### config.mk
export PLATFORM = sky130hd
export DESIGN_NAME = hapg_entry_pipe
export DESIGN_NICKNAME = d
export VERILOG_FILES = /design/src/hapg_pkg.sv /design/src/hapg_entry_pipe.sv
export SDC_FILE = /design/constraint.sdc
export NUM_CORES = 2
export LEC_CHECK = 0
export BUFFER_PORTS_ARGS = -buffer_cell sky130_fd_sc_hd__buf_4
export CAP_MARGIN = 20
export CELL_PAD_IN_SITES_DETAIL_PLACEMENT = 1
export CELL_PAD_IN_SITES_GLOBAL_PLACEMENT = 1
export CORE_ASPECT_RATIO = 0.6
export CORE_MARGIN = 5
export CORE_UTILIZATION = 30
export DETAILED_ROUTE_END_ITERATION = 10
export MAX_ROUTING_LAYER = met4
export PLACE_DENSITY = 0.62
export SLEW_MARGIN = 30
export SYNTH_ARGS = -nofsm -noshare
export SYNTH_HDL_FRONTEND = slang
export SYNTH_SLANG_ARGS = --single-unit
export TNS_END_PERCENT = 20
### constraint.sdc
create_clock -name clk_i -period 15.5 [get_ports clk_i]
set_input_delay 0.775 -clock clk_i [delete_from_list [all_inputs] [get_ports clk_i]]
set_output_delay 0.775 -clock clk_i [all_outputs]
set_load 0.005 [all_outputs]
### src/hapg_pkg.sv
`timescale 1ns / 1ps
package hapg_pkg;

  typedef struct packed {
    logic [7:0] accent_red;
    logic [7:0] accent_green;
    logic [7:0] accent_blue;
    logic [7:0] accent_alpha;
    logic       dark_mode;
  } in_t;

  typedef struct packed {
    logic [3:0] entry_index;
    logic [7:0] out_red;
    logic [7:0] out_green;
    logic [7:0] out_blue;
    logic [7:0] out_alpha;
    logic       last_entry;
  } out_t;

  typedef struct packed {
    logic [3:0] entry_index;
    logic       bypass;
    logic [7:0] red;
    logic [7:0] green;
    logic [7:0] blue;
    logic [7:0] alpha;
    logic       last_entry;
  } side_t;

  typedef enum logic [2:0] {
    F_IDLE, F_CONV, F_FIX, F_PREP, F_DIV, F_HUEA, F_HUEB, F_DONE
  } front_state_e;

  typedef enum logic [1:0] {
    HUE_RAMP, HUE_HIGH, HUE_LOW
  } hue_region_e;

  typedef enum logic [1:0] {
    ROLE_BACKGROUND, ROLE_FOREGROUND, ROLE_SURFACE, ROLE_BORDER
  } role_e;

  localparam logic [3:0] ENTRY_ACCENT     = 4'd0;
  localparam logic [3:0] ENTRY_WHITE      = 4'd1;
  localparam logic [3:0] ENTRY_LIGHT_BASE = 4'd6;
  localparam logic [3:0] ENTRY_LAST       = 4'd9;
  localparam logic [7:0] BYTE_MAX         = 8'hFF;
  localparam int         DIV_STEPS        = 4;

endpackage

### src/hapg_entry_pipe.sv
`timescale 1ns / 1ps
module hapg_entry_pipe import hapg_pkg::*; #(
  parameter int FRACTION_BITS = 16
) (
  input  logic                     clk_i,
  input  logic                     rst_ni,
  input  logic                     in_valid_i,
  output logic                     in_ready_o,
  input  side_t                    side_i,
  input  logic [FRACTION_BITS-1:0] h_i,
  input  logic [FRACTION_BITS:0]   s_i,
  input  logic [FRACTION_BITS:0]   sat_i,
  input  logic [FRACTION_BITS:0]   lev_i,
  output logic                     out_valid_o,
  input  logic                     out_ready_i,
  output out_t                     out_req_o
);

  localparam int FB = FRACTION_BITS;
  localparam int W  = FB + 1;
  localparam longint OneL = longint'(1) << FB;
  localparam logic [W-1:0] One    = W'(OneL);
  localparam logic [W-1:0] Half   = W'(OneL / 2);
  localparam logic [W-1:0] Third  = W'((OneL + 1) / 3);
  localparam logic [W-1:0] Sixth  = W'((OneL + 3) / 6);
  localparam logic [W-1:0] Third2 = W'((2 * OneL + 1) / 3);

  logic en;
  logic v1_q, v2_q, v3_q, v4_q, v5_q, v6_q;
  side_t side1_q, side2_q, side3_q, side4_q, side5_q;
  logic [FB-1:0] h1_q, h2_q;
  logic [W-1:0]  l1_q, l2_q, l3_q, l4_q;
  logic [W-1:0]  ss1_q, q2_q, p3_q, q3_q, dq3_q, p4_q, q4_q;
  logic          z2_q, z3_q, z4_q;
  logic [W-1:0]  t3_q [3];
  hue_region_e   rg4_q [3];
  logic [W:0]    ramp4_q [3];
  logic [W-1:0]  val5_q [3];
  out_t          out_q;

  logic [2*W-1:0] ss_full;
  logic [W:0]     mop;
  logic [2*W:0]   qprod;
  logic [W+1:0]   qraw;
  logic [W-1:0]   q2_d;
  logic [W:0]     two_l, pw;
  logic [W-1:0]   p3_d;
  logic [W:0]     tr;
  logic [W-1:0]   t3_d [3];
  hue_region_e    rg4_d [3];
  logic [W:0]     ramp4_d [3];
  logic [W-1:0]   val5_d [3];
  logic [7:0]     byte6 [3];

  assign en          = !v6_q || out_ready_i;
  assign in_ready_o  = en;
  assign out_valid_o = v6_q;
  assign out_req_o   = out_q;

  always_ff @(posedge clk_i or negedge rst_ni) begin
    if (!rst_ni) begin
      v1_q <= 1'b0; v2_q <= 1'b0; v3_q <= 1'b0;
      v4_q <= 1'b0; v5_q <= 1'b0; v6_q <= 1'b0;
    end else if (en) begin
      v1_q <= in_valid_i; v2_q <= v1_q; v3_q <= v2_q;
      v4_q <= v3_q; v5_q <= v4_q; v6_q <= v5_q;
    end
  end

  assign ss_full = s_i * sat_i;

  always_comb begin
    mop   = (l1_q < Half) ? {1'b0, One} + {1'b0, ss1_q} : {1'b0, ss1_q};
    qprod = (2 * W + 1)'(l1_q) * (2 * W + 1)'(mop);
    if (l1_q < Half) begin
      qraw = (W + 2)'(qprod >> FB);
    end else begin
      qraw = (W + 2)'(l1_q) + (W + 2)'(ss1_q) - (W + 2)'(qprod >> FB);
    end
    q2_d = (qraw > (W + 2)'(One)) ? One : qraw[W-1:0];
  end

  always_comb begin
    two_l = {l2_q, 1'b0};
    pw    = (two_l > {1'b0, q2_q}) ? two_l - {1'b0, q2_q} : '0;
    p3_d  = (pw > {1'b0, q2_q}) ? q2_q : pw[W-1:0];
    tr    = {2'b0, h2_q} + {1'b0, Third};
    t3_d[0] = (tr > {1'b0, One}) ? W'(tr - {1'b0, One}) : tr[W-1:0];
    t3_d[1] = {1'b0, h2_q};
    t3_d[2] = ({1'b0, h2_q} < Third) ? {1'b0, h2_q} + One - Third : {1'b0, h2_q} - Third;
  end

  always_comb begin
    logic [W-1:0]   f;
    logic [W+1:0]   f6;
    logic [2*W+1:0] prod;
    for (int c = 0; c < 3; c++) begin
      if (t3_q[c] < Sixth) begin
        rg4_d[c] = HUE_RAMP; f = t3_q[c];
      end else if (t3_q[c] < Half) begin
        rg4_d[c] = HUE_HIGH; f = '0;
      end else if (t3_q[c] < Third2) begin
        rg4_d[c] = HUE_RAMP; f = Third2 - t3_q[c];
      end else begin
        rg4_d[c] = HUE_LOW; f = '0;
      end
      f6   = (W + 2)'(f) * (W + 2)'(6);
      prod = (2 * W + 2)'(dq3_q) * (2 * W + 2)'(f6);
      ramp4_d[c] = (W + 1)'(prod >> FB);
    end
  end

  always_comb begin
    logic [W+1:0] sum;
    for (int c = 0; c < 3; c++) begin
      sum = (W + 2)'(p4_q) + (W + 2)'(ramp4_q[c]);
      if (z4_q) begin
        val5_d[c] = l4_q;
      end else begin
        case (rg4_q[c])
          HUE_RAMP: val5_d[c] = (sum > (W + 2)'(One)) ? One : sum[W-1:0];
          HUE_HIGH: val5_d[c] = q4_q;
          default:  val5_d[c] = p4_q;
        endcase
      end
    end
  end

  always_comb begin
    logic [W+7:0] scaled;
    logic [8:0]   bw;
    for (int c = 0; c < 3; c++) begin
      scaled   = {val5_q[c], 8'b0} - (W + 8)'(val5_q[c]);
      bw       = 9'(scaled >> FB);
      byte6[c] = (bw > 9'(BYTE_MAX)) ? BYTE_MAX : bw[7:0];
    end
  end

  always_ff @(posedge clk_i) begin
    if (en) begin
      side1_q <= side_i;
      h1_q    <= h_i;
      l1_q    <= lev_i;
      ss1_q   <= W'(ss_full >> FB);

      side2_q <= side1_q;
      h2_q    <= h1_q;
      l2_q    <= l1_q;
      q2_q    <= q2_d;
      z2_q    <= (ss1_q == '0);

      side3_q <= side2_q;
      l3_q    <= l2_q;
      p3_q    <= p3_d;
      q3_q    <= q2_q;
      dq3_q   <= q2_q - p3_d;
      z3_q    <= z2_q;
      t3_q    <= t3_d;

      side4_q <= side3_q;
      l4_q    <= l3_q;
      p4_q    <= p3_q;
      q4_q    <= q3_q;
      z4_q    <= z3_q;
      rg4_q   <= rg4_d;
      ramp4_q <= ramp4_d;

      side5_q <= side4_q;
      val5_q  <= val5_d;

      out_q.entry_index <= side5_q.entry_index;
      out_q.out_red     <= side5_q.bypass ? side5_q.red : byte6[0];
      out_q.out_green   <= side5_q.bypass ? side5_q.green : byte6[1];
      out_q.out_blue    <= side5_q.bypass ? side5_q.blue : byte6[2];
      out_q.out_alpha   <= side5_q.alpha;
      out_q.last_entry  <= side5_q.last_entry;
    end
  end

endmodule

# Word-level counts from Yosys, hierarchy flattened
# Cells that the tools add are included.
[totals] wordCells=174 ff_bits=616 output_inout_bits=39
[op_classes] n_reduce_logical=9 mul=8 n_mux=36 add_sub_neg=19 n_lt_le_gt_ge=21 eq_ne=3
[ops] cell="$mux W17" count=18
[ops] cell="$pmux W17 S2" count=3
[ops] cell="$mul A17 B18 Y33" count=3
[ops] cell="$lt A17 B16 Y1 const B" count=5
[ops] cell="$gt A19 B17 Y1 const B" count=4
[ops] cell="$sub A25 B17 Y25" count=3
[ops] cell="$add A17 B18 Y19" count=3
[ops] cell="$mul A17 B2 Y18 const B" count=3
[ops] cell="$mux W8" count=6
[ops] cell="$gt A18 B17 Y1" count=2
[ops] cell="$mux W18" count=2
[ops] cell="$mul A17 B18 Y35" count=1
[ops] cell="$lt A17 B14 Y1 const B" count=2
[ops] cell="$sub A16 B17 Y17 const A" count=2
[ops] cell="$mul A17 B17 Y33" count=1
[ops] cell="$lt A16 B16 Y1 const B" count=2
[ops] cell="$gt A9 B8 Y1 const B" count=3
[ops] cell="$mux W19" count=1
[ops] cell="$sub A18 B19 Y19" count=1
[ops] cell="$add A17 B17 Y18" count=1
[ops] cell="$add A17 B17 Y18 const A" count=1
[ops] cell="$sub A18 B17 Y18" count=1
[ops] cell="$add A16 B15 Y17 const B" count=1
[ops] cell="$add A16 B17 Y17 const B" count=1
[ops] cell="other kinds (16)" count=26

# Depth between registers and ports, before layout
[depth] ltp_word=6 ltp_mapped=50 depth_no_buf=49

# Worst setup path after synthesis
# No wires, ideal clock.
[synth_timing] path_kind="input -> register" start="input port out_ready_i" end="register dq3_q[0] (enable)" path_buffers=1 setup_ns=0.953 path_stages=3 arrival_time_ns=12.710 setup_slack_ns=1.837 t_required_ns=14.547 path_cell_list="nor2b_1 > clkbuf_1 > inv_1"
[synth_via] elab_chain_len=1
[synth_lines] item="from (decl)" line="hapg_entry_pipe.sv:15" rtl="input logic out_ready_i,"
[synth_lines] item="$logic_or A1 B1 Y1" line="hapg_entry_pipe.sv:55" rtl="assign en = !v6_q || out_ready_i;"
[synth_lines] item="net in_ready_o" line="hapg_entry_pipe.sv:8" rtl="output logic in_ready_o,"
[synth_lines] item="to (signal assigned)" line="hapg_entry_pipe.sv:156" rtl="dq3_q <= q2_q - p3_d;"
[synth_lines] item="to (decl)" line="hapg_entry_pipe.sv:33" rtl="logic [W-1:0] ss1_q, q2_q, p3_q, q3_q, dq3_q, p4_q, q4_q;"
# The timed path passes the listed nets, and every way through them passes these cells.
# A chain may end at the register's enable or synchronous reset.

==> flow_summary.yaml <==
clocking:
  cts_max_path_buffers: 3
  cts-htree-levels: 3
  insertion_delay_ps: 690
  clk_pin_slew_ps: 70
  cts_sinks: 616
  postCtsSetupBuffers: 0
  cts-root-buf: "clkbuf_16"
  cts_tree: "yes"
  cts-resized-gates: 0
  numCtsBuffers: 69
critical_path:
  cp_slowest_cell: "o41ai_1"
  crit_start: "t3_q[3]"
  worstReg2RegStart: "t3_q[3]"
  required_ps: 15910
  path_class: "reg -> reg"
  crit_fanout: 17
  cp-start-kind: "flop"
  critPathBufInv: 5
  crit_arrival_ps: 12620
  cp_top_family: "compound AO/OA/AOI/OAI gates"
  cp_slowest_stage_delay_ps: 570
  critPathCaptureType: "flop"
synth:
  syn_inst: 8027
  synth_flop_cell: "edfxtp_1"
  ys_types: 91
  syn-cell-area_um2: 78100
  synth-edff-count: 610
  yosysTopAreaCell: "fa_1"
  synth_area_leaders: "fa_1 31%, edfxtp_1 23%, ha_1 11%"
  synthArstFlopShare_pct: 0.974
  seq_area_frac_synth_pct: 23.6
  yosys_warnings: 0
  syn_avg_cell_area_um2: 9.73
  synth_seq_cells: 616
  yosysTopAreaCellShare_pct: 30.5
die:
  floorplan.die_area_um2: 271000
  rows: 145
  die_h_um: 405
  die_x_um: 669
  core_area_um2: 260000
  ios: 148
  start_util_pct: 30.1
place:
  dp.final_hpwl_um: 196000
  pre_cts_ws_ps: 3310
  port_buffers: 147
  place_congestion: 0.903
  placed_area_um2: 83400
  dp.cells: 11444
final_layout:
  final_cell_mix: "1620 x inv_1, 1191 x fa_1, 1089 x nand2_1, 701 x ha_1, 610 x edfxtp_1"
  instances_no_fill: 11580
  drive_above_1_share_pct: 5.43
  final_nets: 10064
  finalInstanceArea_um2: 85800
  syn_to_final_growth_pct: 9.79
  n_fill_cell: 29670
  final_common_cell: "inv_1"
  multi_input_area_um2: 52400
  seqCellArea_um2: 18500
timing:
  fin_crit_ps: 12210
  rsz0062_at_grt: "false"
  period_share_pct: 78.8
  layout_setup_ws_ps: 3290
  clock_skew_ps: 41.7
  final-max-slew-violation-count: 0
  fmax_mhz: 81.9
  final_hold_viol_count: 0
  setup_viol: 0
  tightest_slew_ps: 1110
  finalSetupTns_ps: 0
  slew_headroom_pct: 25.4
routing:
  drtAntennaViolNets: 0
  via_per_inst: 4.88
  dr.pass1.iters: 5
  drt_iter0_drc: 3997
  wl_per_cell_um: 21.3
  drc: 0
  dr_total_vias: 56559
  wl_um: 247000
global_route:
  antenna_found_initial: 27
  grt-ovfl-total: 0
  grt_pass1_wl_um: 381000
  grt_max_degree: 150
  grt_use_total_pct: 18.8
  grt_pass1_vias: 60895
job:
  cap_violations: 0
hold_path:
  hold_path.class: "in -> reg"
  hold_start: "side_i[27]"
outcome:
  status: "finished, final reports clean"
timing repair:
item                                    in CTS  in global routing
hold buffers                                 1                  0
endpoints found under the setup margin       0                  0
hold endpoints to repair                     6                  0
cells in the mapped netlist (9+ instances only):
library cell / n
a31o_2: 9
and2_1: 529
nand2_1: 1089
nor2b_1: 72
o31ai_1: 25
and3_1: 34
a21oi_1: 230
o21a_1: 83
nor2_1: 349
nand2b_1: 73
or3_1: 30
ha_1: 701
or2_2: 11
clkbuf_1: 302
o21bai_1: 39
edfxtp_1: 610
or4_1: 14
nor4_1: 22
xor2_1: 61
a31oi_1: 33
inv_1: 1621
a21o_1: 109
a21boi_0: 35
nor3_1: 67
nand3_1: 54
xnor2_1: 186
a221oi_1: 21
a211o_1: 13
a211oi_1: 27
a2111oi_0: 11
nand4_1: 16
o21ai_0: 176
fa_1: 1191
o211ai_1: 12
worst reg2reg max path, delay by kind of cell (launching register included):
family | cells | cell delay (ps)
compound gates | 22 | 5680
xor+xnor | 2 | 310
fa+ha+maj | 8 | 3700
buf+inv | 5 | 450
flops | 1 | 460
simple gates | 6 | 1340
area by class of cell:
type                            count  area share (%)
Timing Repair Buffer              275            2.45
Inverter                         1630            7.14
Antenna cell                        6          0.0175
Sequential cell                   616            21.5
Multi-Input combinational cell   5471            61.1
Clock inverter                     51           0.656
Clock buffer                       77            2.07
Tap cell                         3454            5.04
path summary, 6_finish.rpt:
kind	to	slack, ps	cells after the start
worst max-delay path	ramp4_q[17]	3290	43
worst min-delay path	side1_q[27]	260	1
worst max register to register	ramp4_q[17]	3290	43
worst min register to register	side4_q[9]	390	0
max in group asynchronous	out_valid_o	14950	2
min in group asynchronous	v1_q	430	2
routing by layer:
layer | part of all wire (%) | vias to the layer above | global-route usage, %
li1 | - | 25281 | -
met1 | 52 | 29467 | 29.9
met2 | 39 | 1658 | 25.1
met3 | 7.5 | 153 | 3.20
met4 | 0.95 | 0 | 1.96
met5 | 0 | - | -
registers in the layout, summed over array words and instances (netlist names), 37 cells and up:
name       flops
side5_q       38
side3_q       38
val5_q        51
out_req_o     37
t3_q          50
side1_q       38
side4_q       38
ramp4_q       54
side2_q       38
logic make-up after synthesis:
group,synth area share [%]
adder cells (fa/ha/maj),41.7
XOR/XNOR,2.84
flip-flops,23.6
buffers and inverters,9.37
AND/OR/NAND/NOR,14.6
multiplexers,0.123
AO/OA/AOI/OAI,7.68
other,0.00480
through the flow:
step	hold slack [ps]	util, %
finish	264	33.0
detailed placement	405	32.1
floorplan	400	-
global placement	400	32.1
CTS	200	33.0
global route	219	33.0
Power is not shown: default switching activity piles up to over one toggle a cycle in this logic, so the estimate is an artifact.
