### config.mk
export PLATFORM = sky130hd
export DESIGN_NAME = hapg_front
export DESIGN_NICKNAME = d
export VERILOG_FILES = /design/src/hapg_pkg.sv /design/src/hapg_front.sv
export SDC_FILE = /design/constraint.sdc
export NUM_CORES = 2
export LEC_CHECK = 0
export BUFFER_PORTS_ARGS = -buffer_cell sky130_fd_sc_hd__buf_2
export CORE_ASPECT_RATIO = 1.1
export CORE_MARGIN = 8
export CORE_UTILIZATION = 59
export DETAILED_ROUTE_END_ITERATION = 7
export PLACE_DENSITY = 0.76
export SYNTH_ARGS = -nofsm -noshare
export SYNTH_HDL_FRONTEND = slang
export SYNTH_SLANG_ARGS = --single-unit
### constraint.sdc
create_clock -name clk_i -period 31.1 [get_ports clk_i]
set_clock_uncertainty 0.1 [all_clocks]
set_input_delay 1.555 -clock clk_i [delete_from_list [all_inputs] [get_ports clk_i]]
set_output_delay 1.555 -clock clk_i [all_outputs]
set_load 0.02 [all_outputs]
### src/hapg_pkg.sv
`timescale 1ns / 1ps
package hapg_pkg;

  typedef struct packed {
    logic [7:0] accent_red;
    logic [7:0] accent_green;
    logic [7:0] accent_blue;
    logic [7:0] accent_alpha;
    logic       dark_mode;
  } in_t;

  typedef struct packed {
    logic [3:0] entry_index;
    logic [7:0] out_red;
    logic [7:0] out_green;
    logic [7:0] out_blue;
    logic [7:0] out_alpha;
    logic       last_entry;
  } out_t;

  typedef struct packed {
    logic [3:0] entry_index;
    logic       bypass;
    logic [7:0] red;
    logic [7:0] green;
    logic [7:0] blue;
    logic [7:0] alpha;
    logic       last_entry;
  } side_t;

  typedef enum logic [2:0] {
    F_IDLE, F_CONV, F_FIX, F_PREP, F_DIV, F_HUEA, F_HUEB, F_DONE
  } front_state_e;

  typedef enum logic [1:0] {
    HUE_RAMP, HUE_HIGH, HUE_LOW
  } hue_region_e;

  typedef enum logic [1:0] {
    ROLE_BACKGROUND, ROLE_FOREGROUND, ROLE_SURFACE, ROLE_BORDER
  } role_e;

  localparam logic [3:0] ENTRY_ACCENT     = 4'd0;
  localparam logic [3:0] ENTRY_WHITE      = 4'd1;
  localparam logic [3:0] ENTRY_LIGHT_BASE = 4'd6;
  localparam logic [3:0] ENTRY_LAST       = 4'd9;
  localparam logic [7:0] BYTE_MAX         = 8'hFF;
  localparam int         DIV_STEPS        = 4;

endpackage

### src/hapg_front.sv
`timescale 1ns / 1ps
module hapg_front import hapg_pkg::*; #(
  parameter int FRACTION_BITS = 16
) (
  input  logic                     clk_i,
  input  logic                     rst_ni,
  input  logic                     req_valid_i,
  output logic                     req_ready_o,
  input  in_t                      req_i,
  output logic                     res_valid_o,
  input  logic                     res_ready_i,
  output logic [FRACTION_BITS-1:0] res_h_o,
  output logic [FRACTION_BITS:0]   res_s_o,
  output in_t                      res_req_o
);

  localparam int FB = FRACTION_BITS;
  localparam int W  = FB + 1;
  localparam int CW = $clog2(W + 1);
  localparam longint OneL = longint'(1) << FB;
  localparam logic [W-1:0]   Half   = W'(OneL / 2);
  localparam logic [W:0]     TwoOne = (W + 1)'(2 * OneL);
  localparam logic [FB+8:0]  Mb     = (FB + 9)'((longint'(1) << (FB + 16)) / 255);
  localparam logic [FB+3:0]  M6     = (FB + 4)'((longint'(1) << (FB + 6)) / 6);
  localparam logic [CW-1:0]  NSteps = CW'(W);

  front_state_e state_q, state_d;

  in_t              item_q;
  logic [W-1:0]     q0_q [3];
  logic [W-1:0]     frac_q [3];
  logic [W+1:0]     srem_q, hrem_q;
  logic [W:0]       sdiv_q;
  logic [W-1:0]     hdiv_q;
  logic [W-1:0]     squo_q, hquo_q;
  logic [2:0]       hk_q;
  logic             hneg_q, grey_q;
  logic [CW-1:0]    left_q;
  logic [FB+2:0]    hs_q;
  logic [2*FB+6:0]  h6p_q;
  logic [FB-1:0]    res_h_q;
  logic [W-1:0]     res_s_q;

  logic             take;
  logic [7:0]       byte_in [3];
  logic [W-1:0]     q0_d [3];
  logic [W-1:0]     frac_d [3];
  logic [W-1:0]     mx, mn, dd, num;
  logic [W:0]       sum, denom;
  logic [W-1:0]     lval;
  logic [2:0]       hk_d;
  logic             hneg_d;
  logic [W+1:0]     sr, hr;
  logic [W-1:0]     sq, hq;
  logic [CW-1:0]    left_d;
  logic [FB+2:0]    hs_d;
  logic [W-1:0]     hq0;
  logic [FB+2:0]    hrr;
  logic [W-1:0]     hfin;

  assign take        = req_valid_i && req_ready_o;
  assign req_ready_o = (state_q == F_IDLE) || (state_q == F_DONE && res_ready_i);
  assign res_valid_o = (state_q == F_DONE);
  assign res_h_o     = res_h_q;
  assign res_s_o     = res_s_q;
  assign res_req_o   = item_q;

  always_ff @(posedge clk_i or negedge rst_ni) begin
    if (!rst_ni) begin
      state_q <= F_IDLE;
    end else begin
      state_q <= state_d;
    end
  end

  always_comb begin
    state_d = state_q;
    unique case (state_q)
      F_IDLE: begin
        if (take) state_d = F_CONV;
      end
      F_CONV: state_d = F_FIX;
      F_FIX:  state_d = F_PREP;
      F_PREP: state_d = F_DIV;
      F_DIV: begin
        if (left_d == '0) state_d = F_HUEA;
      end
      F_HUEA: state_d = F_HUEB;
      F_HUEB: state_d = F_DONE;
      F_DONE: begin
        if (res_ready_i) state_d = take ? F_CONV : F_IDLE;
      end
      default: state_d = F_IDLE;
    endcase
  end

  assign byte_in[0] = item_q.accent_red;
  assign byte_in[1] = item_q.accent_green;
  assign byte_in[2] = item_q.accent_blue;

  always_comb begin
    logic [FB+16:0] prod;
    logic [FB+8:0]  rem;
    for (int c = 0; c < 3; c++) begin
      prod      = (FB + 17)'(byte_in[c]) * (FB + 17)'(Mb);
      q0_d[c]   = W'(prod >> 16);
      rem       = (FB + 9)'({byte_in[c], {FB{1'b0}}}) - (FB + 9)'(q0_q[c]) * (FB + 9)'(255);
      frac_d[c] = (rem >= (FB + 9)'(255)) ? q0_q[c] + W'(1) : q0_q[c];
    end
  end

  always_comb begin
    logic [W-1:0] r, g, b;
    r = frac_q[0];
    g = frac_q[1];
    b = frac_q[2];
    mx = (r > g) ? ((r > b) ? r : b) : ((g > b) ? g : b);
    mn = (r < g) ? ((r < b) ? r : b) : ((g < b) ? g : b);
    sum   = {1'b0, mx} + {1'b0, mn};
    lval  = W'(sum >> 1);
    dd    = mx - mn;
    denom = (lval > Half) ? TwoOne - sum : sum;
    if (mx == r) begin
      if (g >= b) begin
        hk_d = 3'd0; hneg_d = 1'b0; num = g - b;
      end else begin
        hk_d = 3'd6; hneg_d = 1'b1; num = b - g;
      end
    end else if (mx == g) begin
      hk_d = 3'd2;
      if (b >= r) begin
        hneg_d = 1'b0; num = b - r;
      end else begin
        hneg_d = 1'b1; num = r - b;
      end
    end else begin
      hk_d = 3'd4;
      if (r >= g) begin
        hneg_d = 1'b0; num = r - g;
      end else begin
        hneg_d = 1'b1; num = g - r;
      end
    end
  end

  always_comb begin
    sr = srem_q;
    hr = hrem_q;
    sq = squo_q;
    hq = hquo_q;
    for (int j = 0; j < DIV_STEPS; j++) begin
      if (CW'(j) < left_q) begin
        if (sr >= (W + 2)'(sdiv_q)) begin
          sr = sr - (W + 2)'(sdiv_q);
          sq = {sq[W-2:0], 1'b1};
        end else begin
          sq = {sq[W-2:0], 1'b0};
        end
        sr = {sr[W:0], 1'b0};
        if (hr >= (W + 2)'(hdiv_q)) begin
          hr = hr - (W + 2)'(hdiv_q);
          hq = {hq[W-2:0], 1'b1};
        end else begin
          hq = {hq[W-2:0], 1'b0};
        end
        hr = {hr[W:0], 1'b0};
      end
    end
    left_d = (left_q > CW'(DIV_STEPS)) ? left_q - CW'(DIV_STEPS) : '0;
  end

  always_comb begin
    if (hneg_q) begin
      hs_d = {hk_q, {FB{1'b0}}} - (FB + 3)'(hquo_q);
    end else begin
      hs_d = {hk_q, {FB{1'b0}}} + (FB + 3)'(hquo_q);
    end
    hq0  = W'(h6p_q >> (FB + 6));
    hrr  = hs_q - (FB + 3)'(hq0) * (FB + 3)'(6);
    hfin = (hrr >= (FB + 3)'(6)) ? hq0 + W'(1) : hq0;
  end

  always_ff @(posedge clk_i) begin
    if (take) item_q <= req_i;
    unique case (state_q)
      F_CONV: q0_q <= q0_d;
      F_FIX:  frac_q <= frac_d;
      F_PREP: begin
        srem_q <= (W + 2)'(dd);
        sdiv_q <= denom;
        hrem_q <= (W + 2)'(num);
        hdiv_q <= dd;
        squo_q <= '0;
        hquo_q <= '0;
        hk_q   <= hk_d;
        hneg_q <= hneg_d;
        grey_q <= (mx == mn);
        left_q <= NSteps;
      end
      F_DIV: begin
        srem_q <= sr;
        hrem_q <= hr;
        squo_q <= sq;
        hquo_q <= hq;
        left_q <= left_d;
      end
      F_HUEA: begin
        hs_q  <= hs_d;
        h6p_q <= (2 * FB + 7)'(hs_d) * (2 * FB + 7)'(M6);
      end
      F_HUEB: begin
        res_h_q <= grey_q ? '0 : hfin[FB-1:0];
        res_s_q <= grey_q ? '0 : squo_q;
      end
      default: ;
    endcase
  end

endmodule

# Word-level counts from Yosys, hierarchy flattened

Cells that the tools add are included.

Multiply operators: 8
Reductions and logical operators: 8
Shifts and indexed selects: 0
Bitwise gates (word level): 0
Div/mod/pow operators: 0
Muxes and demuxes: 68
Add/subtract/negate cells: 28
Magnitude comparators: 27
Eq/ne operators: 14

Operators with widths:

| cell                                                               | number |
|---|---|
| two-way mux 17 bit                                                 | 22 |
| two-way mux 19 bit                                                 | 9 |
| two-way mux 18 bit                                                 | 9 |
| subtractor 17 bit                                                  | 7 |
| multiplier 8 x 25 -> 33 bit, second input constant                 | 3 |
| greater-or-equal comparator 19 x 17 -> 1 bit                       | 4 |
| greater-or-equal comparator 19 x 18 -> 1 bit                       | 4 |
| one-hot mux 19 bit (2 select lines)                                | 2 |
| greater-or-equal comparator 25 x 8 -> 1 bit, second input constant | 3 |
| multiplier 17 x 8 -> 25 bit, second input constant                 | 3 |
| subtractor 24 x 25 -> 25 bit                                       | 3 |
| subtractor 18 x 17 -> 18 bit                                       | 4 |
| subtractor 18 bit                                                  | 4 |
| one-hot mux 17 bit (2 select lines)                                | 2 |
| adder 17 x 1 -> 17 bit, second input constant                      | 3 |
| == test 17 bit                                                     | 3 |
| greater-or-equal comparator 17 bit                                 | 3 |
| > comparator 17 bit                                                | 3 |
| less-than comparator 17 bit                                        | 3 |
| multiplier 19 x 19 -> 38 bit, second input constant                | 1 |
| one-hot mux 3 bit (8 select lines)                                 | 1 |
| adder 19 x 17 -> 19 bit                                            | 1 |
| greater-or-equal comparator 19 x 3 -> 1 bit, second input constant | 1 |
| subtractor 19 x 17 -> 19 bit                                       | 1 |
| 28 further kinds                                                   | 54 |

Memories kept: 0
Output and inout port bits: 68
Flip-flop bits (word level): 345
Bits of input ports: 37
RAM bits: 0
Latch bits: 0
Bits in read-only memories: 0

# Logic depth before layout (Yosys ltp)

Depth after elaboration: 13
Mapped depth: 53
Depth with buffers taken out: 49

# Worst setup path before layout

Ideal clock, no wire load.

Path type: register -> register
From: register sdiv_q[1]
To: register srem_q[2] (data pin)
Library setup time: 261 ps
Data arrival time: 10470 ps
Cell stages (with the launch flop): 50
Slack: 20269 ps
Cell sequence: edfxtp_1 > inv_1 > ha_1 > nor2b_1 > o31a_1 > o21bai_1 > a211oi_2 > a21boi_1 > clkbuf_1 > nor3_1 > o31a_1 > ha_1 > nor2b_1 > o31a_1 > o31ai_1 > o31ai_1 > a31oi_1 > o211ai_1 > (+14 left out) > nor2_1 > mux2_2 > mux2i_1 > ha_1 > nor2b_1 > o21ai_0 > a21oi_1 > o41ai_1 > o221ai_1 > a31oi_1 > o21ai_0 > and2_1 > a2111oi_4 > nand2_2 > buf_2 > and2_0 > o21ai_0 > a21oi_1

Longest elaborated chain between the ends: 13
Elaborated cells between the ends (all ways): 17
Those cells by class: add/sub: 4; order compare: 4; mux: 9

RTL lines:

| element                                                                                  | line                                 | text |
|---|---|---|
| from (decl)                                                                              | hapg_front.sv:33                     | `logic [W:0] sdiv_q;` |
| from (signal assigned)                                                                   | hapg_front.sv:190                    | `sdiv_q <= denom;` |
| subtractor 18 bit / greater-or-equal comparator 19 x 18 -> 1 bit (equally long branches) | hapg_front.sv:154, hapg_front.sv:153 |  |
| two-way mux 18 bit                                                                       | hapg_front.sv:153                    | `if (sr >= (W + 2)'(sdiv_q)) begin` |
| two-way mux 19 bit                                                                       | hapg_front.sv:152                    | `if (CW'(j) < left_q) begin` |
| subtractor 18 bit / greater-or-equal comparator 19 x 18 -> 1 bit (equally long branches) | hapg_front.sv:154, hapg_front.sv:153 |  |
| two-way mux 18 bit                                                                       | hapg_front.sv:153                    |  |
| two-way mux 19 bit                                                                       | hapg_front.sv:152                    |  |
| greater-or-equal comparator 19 x 18 -> 1 bit / subtractor 18 bit (equally long branches) | hapg_front.sv:153, hapg_front.sv:154 |  |
| two-way mux 18 bit                                                                       | hapg_front.sv:153                    |  |
| two-way mux 19 bit                                                                       | hapg_front.sv:152                    |  |
| subtractor 18 bit / greater-or-equal comparator 19 x 18 -> 1 bit (equally long branches) | hapg_front.sv:154, hapg_front.sv:153 |  |
| two-way mux 18 bit                                                                       | hapg_front.sv:153                    |  |
| two-way mux 19 bit *                                                                     | hapg_front.sv:152                    |  |
| one-hot mux 19 bit (2 select lines) *                                                    | hapg_front.sv:185                    | `unique case (state_q)` |
| to (signal assigned)                                                                     | hapg_front.sv:189                    | `srem_q <= (W + 2)'(dd);` |
| to (signal assigned)                                                                     | hapg_front.sv:201                    | `srem_q <= sr;` |
| to (decl)                                                                                | hapg_front.sv:32                     | `logic [W+1:0] srem_q, hrem_q;` |

Every way passes the cells marked *; elsewhere a longest branch is shown, timed or not.
A chain may end at the register's enable or synchronous reset.

# Worst setup path in the final report

Ends and elaborated chain as after synthesis.

==> run metrics <==
horizontal die dimension 284.9 um; Netlist cell types 98; share of the yosys chip area belonging to registers 0.1878; endpoint kind of the worst setup timing path register; launching point of the worst reg2reg path sdiv_q[1]; ratio of cells with drive above 1 in the final layout 0.06081; average detailed-routed wire length per instance 22.48 um; delay of the slowest cell on the worst path 0.90 ns; clock latency reported for the late side of the worst-skew pair 0.60 ns; final setup violation count 0; core outline area 78920 um^2; clk slew on worst S/H paths 0.06 ns; routability congestion estimate from global placement 1.066; total number of H-tree levels 2; clock root buffer clkbuf_16; initial antenna violation count 1; number of routed nets with antenna violations 0; total count of max-transition violations in the final report 0; average vias per placed instance 6.365; commonest cells after routing, fill and taps aside inv_1, ha_1, a21oi_1, nand2_1, fa_1; Critical Path RT 31.31 ns; area leader, netlist edfxtp_1; number of buffers on the longest clock path 3; FMAX 71.81 MHz; critical path type register to register; Iteration-0 DRC Markers 4010; Data arrival, critical path 14.13 ns; Worst setup SP type register; CTS tree built; top-area cell type share of the netlist area 0.1862; crit path launch sdiv_q[1]; final period demand of the worst path 13.93 ns; number of gates resized after cts 0; Port Buffers 104; Slew headroom 0.1396; Main synth FF type edfxtp_1; number of DRC violations after detailed routing 0; HPWL after detailed placement 117100 um; Die Outline Area 88850 um^2; r2r worst-path depth 46; unrepaired setup endpoints after global routing false; destination of the worst register-to-register timing path srem_q[2]; TNS Setup 0 ns; hold_buf cts 0; CTS Buf Count 37; starting density of the core 0.5948; largest net degree at the start of global routing 76; Std-Cell Rows 108; Area contributors post-synth edfxtp_1, ha_1, fa_1, inv_1, xnor2_1; cell area after synthesis 46940 um^2; post-synthesis register bit count 294; result of the run completed; die boundary height 311.8 um; Post-Synthesis Net Count 6359; Tightest Hold Check Type register to register; maximum fanout encountered on the critical timing path 26; leading cell type in the layout, fill and taps excluded inv_1; capturing element of the worst setup path srem_q[2]; Final nets 6370; Post-Syn Instances 5354; first-pass GRT wire length 225600 um; Yosys warning count 0; Critical-path top delay cell a21boi_1; I/O pin total 105; count of final hold-check violations 0; Crit path top cell by count o21ai_0; vias in the first global route 40860; GRT Residual Overflow 0; final worst path period share 0.4478; Detailed Route WL 144800 um; 1st-pass router iterations 6; fill cell total of the finished layout 6816; post-CTS setup-driven buffer insertion count 0; area grow syn2layout 5.894%; final antenna diode count 0; syn_area_per_cell 8.767 um^2; FF-to-FF setup slack 17.17 ns; GRT Total Usage 0.3155; Max-cap violations 0; clk sinks 294; routed vias 40990; EDFF count, synth 291; Worst-Margin Slew 1.289 ns; fraction of registers with async set or reset after synthesis 0.01020
[cells in the mapped netlist, drive strengths merged (24+ instances only)]
library cell,n
a211oi,69
a21boi,25
a21o,131
a21oi,387
a31oi,88
and2,34
and3,45
buf,39
clkbuf,144
edfxtp,291
fa,337
ha,631
inv,735
mux2,48
mux2i,90
nand2,347
nand2b,42
nand3,100
nand4,62
nor2,328
nor2b,69
nor3,100
nor4,24
o211ai,47
o21a,64
o21ai,247
o21bai,54
o22ai,70
o31ai,34
or3,28
xnor2,236
xor2,93
[metal layers]
| layer | global-route usage | routed length, um |
|---|---|---|
| met1 | 0.3954 | 57290 |
| met2 | 0.5197 | 66870 |
| met3 | 0.04775 | 11160 |
| met4 | 0.1745 | 9417 |
| met5 | 0 | 10 |
[cell families (layout without fill, tap and decap cells)]
| logic type | count (synthesis) | after routing | share of synthesized area |
|---|---|---|---|
| AO/OA/AOI/OAI | 1464 | 1464 | 0.2059 |
| XOR/XNOR | 329 | 329 | 0.06139 |
| adder cells (fa/ha/maj) | 968 | 968 | 0.3119 |
| buffers and inverters | 918 | 958 | 0.07424 |
| flip-flops | 294 | 294 | 0.1878 |
| multiplexers | 141 | 141 | 0.03215 |
| AND/OR/NAND/NOR | 1240 | 1240 | 0.1266 |
[worst min path at each step]
stage	start	endpoint	slack, ns	depth (start not counted)
6_report	res_req_o[17]	q0_q[25]	0.37	0
2_1_floorplan	squo_q[16]	res_s_o[16]	0.41	1
4_1_cts	res_req_o[24]	q0_q[32]	0.37	0
3_5_place_dp	res_req_o[14]	q0_q[13]	0.36	0
3_3_place_gp	res_req_o[18]	q0_q[26]	0.36	0
5_1_grt	res_req_o[24]	q0_q[32]	0.38	0
[layout make-up]
cell class                 count  area, um^2  area share
inverter                     735        2759     0.05551
timing repair buffer         155       903.4     0.01817
sequential                   294        8813      0.1773
multi-input combinational   4142       34700      0.6982
tap                         1045        1308     0.02631
clock buffer                  41       940.9     0.01893
clock inverter                27       276.5    0.005563
[critical path, delay by kind of cell, from the launching register on]
kind	cells	cell delay, ns
buf+inv	2	0.52
fa+ha+maj	4	1.37
flops	1	0.46
mux	2	0.67
simple gates	8	1.69
compound gates	30	8.85
[through the flow]
stage	hold WS (ns)	cell area, um^2	utilization	setup slack, ns	cells
after detailed placement	0.3614	48490	0.6144	17.54	6371
final	0.3717	49710	0.6299	17.17	6439
after global routing	0.3841	49710	0.6299	15.95	6439
after CTS	0.3714	49710	0.6299	17.51	6439
after global placement	0.3550	48490	0.6144	17.92	6371
after floorplan	0.4091	46940	-	20.27	5354
[flip-flops by register name, indices dropped and copies added, names as in the netlist, 18 cells and up]
| name | cells |
|---|---|
| frac_q | 51 |
| res_req_o | 33 |
| q0_q | 24 |
| hrem_q | 19 |
| srem_q | 19 |
| hs_q | 18 |
| sdiv_q | 18 |
Power is left out: the tool's default activity adds up to more than one toggle a clock period on the data nets, which glitch-free logic cannot reach.
